===== src/nfa_pkg.sv =====
// shared constants, types and helpers for the nfa word acceptor
// no dependencies; used by nfa_engine, nfa_word_acceptor_top and nfa_checker
package nfa_pkg;

    // automaton size
    localparam int NUM_STATES    = 64;
    localparam int ALPHABET_SIZE = 256;

    // fixed field widths
    localparam int FUNC_W       = 2;
    localparam int FIELD_ST_W   = 6;
    localparam int FIELD_SYM_W  = 8;
    localparam int SET_W        = 64;
    localparam int CFG_IDX_W    = 1;
    localparam int CFG_DATA_W   = 64;

    // transition table addressing: state index above symbol
    localparam int STATE_W     = $clog2(NUM_STATES);
    localparam int SYM_W       = $clog2(ALPHABET_SIZE);
    localparam int ADDR_W      = STATE_W + SYM_W;
    localparam int TABLE_DEPTH = 2 ** ADDR_W;

    // bits of a set that stand for real states
    localparam logic [SET_W-1:0] STATE_MASK = (NUM_STATES >= SET_W) ? {SET_W{1'b1}} :
        ((SET_W'(1) << NUM_STATES) - SET_W'(1));

    // configuration register indexes
    localparam logic [CFG_IDX_W-1:0] CFG_START_STATE = 1'b0;
    localparam logic [CFG_IDX_W-1:0] CFG_FINAL_MASK  = 1'b1;

    // word function codes
    typedef enum logic [FUNC_W-1:0] {
        FUNC_ADD_EDGE = 2'd0,
        FUNC_START    = 2'd1,
        FUNC_SYMBOL   = 2'd2,
        FUNC_END      = 2'd3
    } func_t;

    // configuration seen by the engine
    typedef struct packed {
        logic [FIELD_ST_W-1:0] start_state;
        logic [SET_W-1:0]      final_mask;
    } cfg_t;

    // state index below the automaton size
    function automatic logic state_ok(input logic [FIELD_ST_W-1:0] s);
        return ({1'b0, s} < (FIELD_ST_W + 1)'(NUM_STATES));
    endfunction

    // symbol below the alphabet size
    function automatic logic sym_ok(input logic [FIELD_SYM_W-1:0] c);
        return ({1'b0, c} < (FIELD_SYM_W + 1)'(ALPHABET_SIZE));
    endfunction

    // table entry of one state and symbol
    function automatic logic [ADDR_W-1:0] table_addr(input logic [STATE_W-1:0] s,
                                                     input logic [SYM_W-1:0] c);
        return {s, c};
    endfunction

endpackage


===== src/nfa_engine.sv =====
// sequencer for the nfa acceptor: table clearing, edge read-modify-write,
// symbol walk over all states, result register; uses nfa_pkg
module nfa_engine (
    input  logic                                clk,
    input  logic                                rst_n,
    input  nfa_pkg::cfg_t                       cfg,
    input  logic                                in_valid,
    output logic                                in_stall,
    input  logic [nfa_pkg::FUNC_W-1:0]          func,
    input  logic [nfa_pkg::FIELD_ST_W-1:0]      from_state,
    input  logic [nfa_pkg::FIELD_ST_W-1:0]      to_state,
    input  logic [nfa_pkg::FIELD_SYM_W-1:0]     symbol,
    output logic                                out_valid,
    input  logic                                out_stall,
    output logic                                accepted,
    output logic [nfa_pkg::SET_W-1:0]           active_set,
    output logic                                ram_we,
    output logic [nfa_pkg::ADDR_W-1:0]          ram_waddr,
    output logic [nfa_pkg::SET_W-1:0]           ram_wdata,
    output logic                                ram_re,
    output logic [nfa_pkg::ADDR_W-1:0]          ram_raddr,
    input  logic [nfa_pkg::SET_W-1:0]           ram_rdata
);

    typedef enum logic [2:0] {
        ST_CLEAR,
        ST_IDLE,
        ST_EDGE_WR,
        ST_SYM_RUN,
        ST_SYM_DRAIN,
        ST_EMIT
    } state_t;

    state_t                             state_reg, state_next;
    logic [nfa_pkg::SET_W-1:0]          active_reg, active_next;
    logic [nfa_pkg::SET_W-1:0]          acc_reg, acc_next;
    logic                               hit_reg, hit_next;
    logic [nfa_pkg::STATE_W-1:0]        from_reg, from_next;
    logic [nfa_pkg::FIELD_ST_W-1:0]     to_reg, to_next;
    logic [nfa_pkg::FIELD_SYM_W-1:0]    sym_reg, sym_next;
    logic [nfa_pkg::STATE_W-1:0]        idx_reg, idx_next;
    logic [nfa_pkg::ADDR_W-1:0]         clr_reg, clr_next;
    logic                               out_valid_reg, out_valid_next;
    logic                               accepted_reg, accepted_next;
    logic [nfa_pkg::SET_W-1:0]          active_set_reg, active_set_next;
    logic [nfa_pkg::SET_W-1:0]          acc_in;
    nfa_pkg::func_t                     func_in;

    assign func_in  = nfa_pkg::func_t'(func);
    assign in_stall = (state_reg != ST_IDLE);

    // table row returned this cycle joins the union when its state was active
    assign acc_in = acc_reg | (hit_reg ? ram_rdata : '0);

    // next state and memory control
    always_comb
    begin
        state_next      = state_reg;
        active_next     = active_reg;
        acc_next        = acc_reg;
        hit_next        = 1'b0;
        from_next       = from_reg;
        to_next         = to_reg;
        sym_next        = sym_reg;
        idx_next        = idx_reg;
        clr_next        = clr_reg;
        out_valid_next  = out_valid_reg;
        accepted_next   = accepted_reg;
        active_set_next = active_set_reg;
        ram_we          = 1'b0;
        ram_waddr       = '0;
        ram_wdata       = '0;
        ram_re          = 1'b0;
        ram_raddr       = '0;

        // result taken downstream
        if (out_valid_reg && !out_stall)
        begin
            out_valid_next = 1'b0;
        end

        case (state_reg)
            ST_CLEAR:
            begin
                // one table entry zeroed per cycle after reset
                ram_we    = 1'b1;
                ram_waddr = clr_reg;
                ram_wdata = '0;
                if (clr_reg == {nfa_pkg::ADDR_W{1'b1}})
                begin
                    state_next = ST_IDLE;
                end
                else
                begin
                    clr_next = clr_reg + nfa_pkg::ADDR_W'(1);
                end
            end
            ST_IDLE:
            begin
                if (in_valid)
                begin
                    case (func_in)
                        nfa_pkg::FUNC_ADD_EDGE:
                        begin
                            // fetch the row now, merge the new bit next cycle
                            from_next = from_state[nfa_pkg::STATE_W-1:0];
                            to_next   = to_state;
                            sym_next  = symbol;
                            if (nfa_pkg::state_ok(from_state) && nfa_pkg::state_ok(to_state)
                                && nfa_pkg::sym_ok(symbol))
                            begin
                                ram_re     = 1'b1;
                                ram_raddr  = nfa_pkg::table_addr(
                                    from_state[nfa_pkg::STATE_W-1:0],
                                    symbol[nfa_pkg::SYM_W-1:0]);
                                state_next = ST_EDGE_WR;
                            end
                        end
                        nfa_pkg::FUNC_START:
                        begin
                            if (nfa_pkg::state_ok(cfg.start_state))
                            begin
                                active_next = nfa_pkg::SET_W'(1) << cfg.start_state;
                            end
                            else
                            begin
                                active_next = '0;
                            end
                        end
                        nfa_pkg::FUNC_SYMBOL:
                        begin
                            sym_next   = symbol;
                            idx_next   = '0;
                            acc_next   = '0;
                            state_next = ST_SYM_RUN;
                        end
                        nfa_pkg::FUNC_END:
                        begin
                            state_next = ST_EMIT;
                        end
                        default:
                        begin
                            state_next = ST_IDLE;
                        end
                    endcase
                end
            end
            ST_EDGE_WR:
            begin
                ram_we     = 1'b1;
                ram_waddr  = nfa_pkg::table_addr(from_reg, sym_reg[nfa_pkg::SYM_W-1:0]);
                ram_wdata  = ram_rdata | (nfa_pkg::SET_W'(1) << to_reg);
                state_next = ST_IDLE;
            end
            ST_SYM_RUN:
            begin
                // one row read per state, rows of inactive states are dropped
                ram_re    = 1'b1;
                ram_raddr = nfa_pkg::table_addr(idx_reg, sym_reg[nfa_pkg::SYM_W-1:0]);
                acc_next  = acc_in;
                hit_next  = active_reg[idx_reg] & nfa_pkg::sym_ok(sym_reg);
                if (idx_reg == nfa_pkg::STATE_W'(nfa_pkg::NUM_STATES - 1))
                begin
                    state_next = ST_SYM_DRAIN;
                end
                else
                begin
                    idx_next = idx_reg + nfa_pkg::STATE_W'(1);
                end
            end
            ST_SYM_DRAIN:
            begin
                active_next = acc_in & nfa_pkg::STATE_MASK;
                acc_next    = '0;
                state_next  = ST_IDLE;
            end
            ST_EMIT:
            begin
                // wait for a free result register
                if (!out_valid_reg || !out_stall)
                begin
                    out_valid_next  = 1'b1;
                    active_set_next = active_reg & nfa_pkg::STATE_MASK;
                    accepted_next   = |(active_reg & cfg.final_mask & nfa_pkg::STATE_MASK);
                    state_next      = ST_IDLE;
                end
            end
            default:
            begin
                state_next = ST_IDLE;
            end
        endcase
    end

    // state and registered outputs
    always_ff @(posedge clk or negedge rst_n)
    begin
        if (!rst_n)
        begin
            state_reg      <= ST_CLEAR;
            active_reg     <= '0;
            acc_reg        <= '0;
            hit_reg        <= 1'b0;
            from_reg       <= '0;
            to_reg         <= '0;
            sym_reg        <= '0;
            idx_reg        <= '0;
            clr_reg        <= '0;
            out_valid_reg  <= 1'b0;
            accepted_reg   <= 1'b0;
            active_set_reg <= '0;
        end
        else
        begin
            state_reg      <= state_next;
            active_reg     <= active_next;
            acc_reg        <= acc_next;
            hit_reg        <= hit_next;
            from_reg       <= from_next;
            to_reg         <= to_next;
            sym_reg        <= sym_next;
            idx_reg        <= idx_next;
            clr_reg        <= clr_next;
            out_valid_reg  <= out_valid_next;
            accepted_reg   <= accepted_next;
            active_set_reg <= active_set_next;
        end
    end

    assign out_valid  = out_valid_reg;
    assign accepted   = accepted_reg;
    assign active_set = active_set_reg;

endmodule


===== config.mk =====
export PLATFORM = sky130hd
export DESIGN_NAME = nfa_engine
export DESIGN_NICKNAME = d
export VERILOG_FILES = /design/src/nfa_pkg.sv /design/src/nfa_engine.sv
export SDC_FILE = /design/constraint.sdc
export NUM_CORES = 1
export LEC_CHECK = 0
export ABC_AREA = 1
export BUFFER_PORTS_ARGS = -buffer_cell sky130_fd_sc_hd__buf_2
export CAP_MARGIN = 15
export CORE_ASPECT_RATIO = 1.75
export CORE_MARGIN = 2
export CORE_UTILIZATION = 40
export CTS_CLUSTER_DIAMETER = 100
export DETAILED_ROUTE_END_ITERATION = 6
export HOLD_SLACK_MARGIN = 0.15
export SETUP_SLACK_MARGIN = 0.02
export SLEW_MARGIN = 40
export SYNTH_ARGS = -nofsm -noshare
export SYNTH_HDL_FRONTEND = slang
export SYNTH_SLANG_ARGS = --single-unit

===== constraint.sdc =====
create_clock -name clk -period 1.81 [get_ports clk]
set_input_delay 0.362 -clock clk [delete_from_list [all_inputs] [get_ports clk]]
set_output_delay 0.362 -clock clk [all_outputs]
set_load 0.02 [all_outputs]

==> parameters.txt <==
Parameter                              Value

Synth
  Combined area of all synthesized cells ... 12600 µm²
  Biggest area consumer among synthesized cells ... sky130_fd_sc_hd__dfrtp_1
  Share of flip-flops with an asynchronous set or reset after synthesis ... 100%
  Number of synthesized flops with an enable pin ... 0
  Synth top area share ... 47.2%
  Predominant post-synthesis flop cell ... sky130_fd_sc_hd__dfrtp_1
  Mean area per synthesized cell ... 7.58 µm²
  Count of state elements after synthesis ... 238
  Sequential share of the synthesized area ... 47.2%
  Main area contributors after synthesis ... sky130_fd_sc_hd__dfrtp_1 47%, sky130_fd_sc_hd__nand2_1 10%, sky130_fd_sc_hd__o22ai_1 7.5%
  Net Count, Synth ... 1827
  Number of library cell types mapped by synthesis ... 33
  Count of warnings emitted by yosys ... 0
  Gate count of the mapped netlist ... 1665

Floorplan
  Number of primary I/O pins ... 321
  Core ar. ... 31300 µm²
  Die Span Y ... 239 µm
  Initial cell density of the core ... 40.3%
  Die outline width ... 138 µm
  Die area ... 33000 µm²
  Row count ... 86

Worst setup path
  WP data required ... 1.45 ns
  Category of the worst setup path capture point ... output pin
  Type of the setup path with the least slack ... register to output pin
  Highest net fanout along the worst path ... 4
  Startpoint types ... register
  Crit path arrival time ... 2.06 ns

Clock network
  Number of clock buffers inserted by TritonCTS ... 24
  Num Clock Sinks ... 238
  Clock insertion delay at the later pin of the skew report ... 0.54 ns
  Root Driver ... sky130_fd_sc_hd__clkbuf_16
  Number of buffers on the longest clock path ... 3
  Clock tree from TritonCTS ... yes
  Number of levels the H-tree was split into ... 1
  Clock Pin Slew Worst Setup and Hold Paths ... 0.07 ns

STA
  Final total negative setup slack ... -53.15 ns
  Worst setup skew after layout ... 0.0154 ns
  Relative slew slack ... 70.6%
  Final count of negative-setup-slack endpoints ... 159
  Final Cycle Share ... 134%
  Final hold viol count ... 0
  Setup repair after global routing missed its margin ... true
  Fmax ... 0.413 GHz
  Min Clock Period, post-route ... 2.42 ns
  Slew at the pin with the worst max-slew slack ... 0.440 ns
  Minimum setup slack in the final design ... -0.609 ns
  Final count of pins violating max slew ... 0

Power
  Flop pwr share ... 26.3%
  NetSw ... 0.0119 W
  Switching portion of total power ... 43.2%
  Clock group share of total power ... 19.6%
  Pleak ... 8.83 nW
  Power Density ... 1430 nW/µm²
  Largest vdd supply drop ... 0.972 mV
  Total Power Consumption ... 0.0276 W
  Design internal power ... 0.0157 W
  Portion of total power attributed to combinational logic ... 54.1%

Route
  Antenna Nets Post-Route ... 0
  Total vias in the final route ... 14093
  Via density ... 5.56
  Final Routed Wirelength ... 56100 µm
  Violation count after the first detailed-route iteration ... 1065
  Average wire length per cell after detail routing ... 22.1 µm
  Remaining routing DRC violations ... 0
  Total iterations of the first detailed-routing run ... 6

Flow run
  Number of maximum-capacitance constraint violations ... 0

Global route
  Number of antenna violations at the first check in global routing ... 4
  Maximum number of pins on one net before global-route repair ... 92
  Global-route wire length before repair ... 77900 µm
  Global-route usage over all layers ... 30.6%
  Number of global-route vias before repair ... 13558
  Global route total overflow ... 0

Final layout
  Layout fillers ... 2643
  Ratio of cells with drive above 1 in the final layout ... 34.2%
  Total number of nets in the final design ... 2279
  Storage element area ... 5960 µm²
  Final instance area ... 19300 µm²
  Multi-input gate area ... 6310 µm²
  Synthesis-to-finish area growth ... 52.8%

Status
  Run status ... finished with violations
  Violated checks ... setup timing

Placement
  # port buffers ... 320
  Final weighted congestion in routability-driven placement ... 0.943
  Sum of net half-perimeters after detailed placement ... 39400 µm
  Placed cell areas ... 15600 µm²

Min path
  Class of the worst hold path ... primary input to register
[final timing paths]
kind / slack (ns) / endpoint / cells past startpoint / start
worst min-delay path: 0.19 / acc_reg[27] / 3 / ram_rdata[27]
worst max register to register: -0.17 / active_reg[22] / 12 / state_reg[2]
min in group asynchronous: 0.28 / to_reg[5] / 2 / rst_n
worst max-delay path: -0.61 / ram_wdata[52] / 8 / to_reg[1]
worst min register to register: 0.48 / active_set[53] / 2 / active_set[53]
max in group asynchronous: 0.83 / active_set[52] / 3 / rst_n
[layout by cell type (no fill, tap or decap), types with 5 or more instances in the layout]
cell,instances
sky130_fd_sc_hd__a21oi_1,91
sky130_fd_sc_hd__a21oi_2,32
sky130_fd_sc_hd__a21oi_4,8
sky130_fd_sc_hd__a31oi_1,5
sky130_fd_sc_hd__buf_12,28
sky130_fd_sc_hd__buf_2,224
sky130_fd_sc_hd__buf_4,131
sky130_fd_sc_hd__buf_6,100
sky130_fd_sc_hd__buf_8,11
sky130_fd_sc_hd__clkbuf_1,5
sky130_fd_sc_hd__clkbuf_16,41
sky130_fd_sc_hd__clkbuf_8,5
sky130_fd_sc_hd__dfrtp_1,231
sky130_fd_sc_hd__dfrtp_2,7
sky130_fd_sc_hd__dlygate4sd3_1,22
sky130_fd_sc_hd__inv_1,226
sky130_fd_sc_hd__nand2_1,328
sky130_fd_sc_hd__nand2_2,11
sky130_fd_sc_hd__nand2_4,7
sky130_fd_sc_hd__nand3_1,70
sky130_fd_sc_hd__nand3_2,5
sky130_fd_sc_hd__nand3_4,5
sky130_fd_sc_hd__nand4_1,57
sky130_fd_sc_hd__nor2_1,46
sky130_fd_sc_hd__nor2_2,16
sky130_fd_sc_hd__nor2_4,22
sky130_fd_sc_hd__nor3_1,13
sky130_fd_sc_hd__o21ai_0,94
sky130_fd_sc_hd__o21ai_1,66
sky130_fd_sc_hd__o21ai_2,11
sky130_fd_sc_hd__o22ai_1,128
sky130_fd_sc_hd__o22ai_4,21
sky130_fd_sc_hd__xor2_1,13
[cell type report]
type | instances | area share [%]
multi-input combinational | 1076 | 32.7
timing repair inverter | 2 | 0.0909
antenna | 3 | 0.0389
clock inverter | 9 | 0.688
inverter | 238 | 4.77
timing repair buffer | 537 | 24.5
sequential | 238 | 30.9
tap | 396 | 2.57
clock buffer | 35 | 3.70
[cells by family after synthesis]
kind of cell / share of synthesized area, %
and+or+nand+nor: 20.0
buffers and inverters: 11.1
AOI/OAI and AO/OA: 20.5
DFF: 47.2
xor gates and xnor gates: 0.972
adders and majority gates: 0.198
[power by group through the flow]
| stage | Sequential, W | Combinational (W) | Clock (W) |
|---|---|---|---|
| floorplan | 0.00741 | 0.00607 | 0 |
| global route | 0.00740 | 0.0158 | 0.00568 |
| CTS | 0.00723 | 0.0123 | 0.00548 |
| detailed placement | 0.00728 | 0.0106 | 0 |
| global placement | 0.00724 | 0.0105 | 0 |
| finish | 0.00728 | 0.0150 | 0.00541 |
[per-layer routing]
layer / vias up / wire length (µm) / GRT usage (%)
met2: 714 / 28900 / 55.5
li1: 6494 / - / -
met4: 0 / 3800 / 16.5
met3: 201 / 3340 / 3.29
met5: - / 0 / 0
met1: 6684 / 20000 / 35.3
[per-stage QoR]
step	util, %	instances	hold WS, ns	setup WS, ns
after floorplan	-	1665	0.0664	-0.0566
after CTS	57.1	2490	0.173	-0.533
after global placement	50.0	2398	0.262	-0.0808
after global routing	61.6	2533	0.218	-0.673
final	61.6	2534	0.189	-0.609
after detailed placement	50.0	2398	0.262	-0.0839
[worst max-delay path, cell delays in order, from the launching register on]
cell                      delay, ns
sky130_fd_sc_hd__dfrtp_1       0.40
sky130_fd_sc_hd__buf_6         0.14
sky130_fd_sc_hd__nor2_4        0.22
sky130_fd_sc_hd__nand3_2       0.14
sky130_fd_sc_hd__nor2_2        0.15
sky130_fd_sc_hd__buf_4         0.14
sky130_fd_sc_hd__a21oi_1       0.08
sky130_fd_sc_hd__nor2_2        0.11
sky130_fd_sc_hd__buf_4         0.15
[Yosys cell counts (2+ instances only)]
cell type / instances
sky130_fd_sc_hd__dfrtp_1: 238
sky130_fd_sc_hd__o21ai_1: 77
sky130_fd_sc_hd__ha_1: 2
sky130_fd_sc_hd__xor2_1: 13
sky130_fd_sc_hd__buf_4: 5
sky130_fd_sc_hd__nor3_1: 16
sky130_fd_sc_hd__nand2_2: 2
sky130_fd_sc_hd__a31oi_1: 9
sky130_fd_sc_hd__nand3_1: 79
sky130_fd_sc_hd__buf_2: 44
sky130_fd_sc_hd__o211ai_1: 4
sky130_fd_sc_hd__o21ai_0: 96
sky130_fd_sc_hd__a21oi_2: 2
sky130_fd_sc_hd__nor2_4: 2
sky130_fd_sc_hd__buf_1: 14
sky130_fd_sc_hd__inv_1: 231
sky130_fd_sc_hd__nor3_2: 2
sky130_fd_sc_hd__nand4_1: 57
sky130_fd_sc_hd__clkinv_1: 2
sky130_fd_sc_hd__nand2_1: 346
sky130_fd_sc_hd__a21oi_1: 128
sky130_fd_sc_hd__o22ai_1: 151
sky130_fd_sc_hd__inv_2: 5
sky130_fd_sc_hd__clkbuf_1: 51
sky130_fd_sc_hd__nor2_1: 81
[timing repair]
item,in CTS,in global routing
setup endpoints to repair,97,176
gates resized for setup,241,185
hold buffers,22,0
hold endpoints to repair,259,0
cloned,5,20
setup buffers,21,21
pin swaps,16,36
No activity file was read; power rests on OpenSTA's default activity.
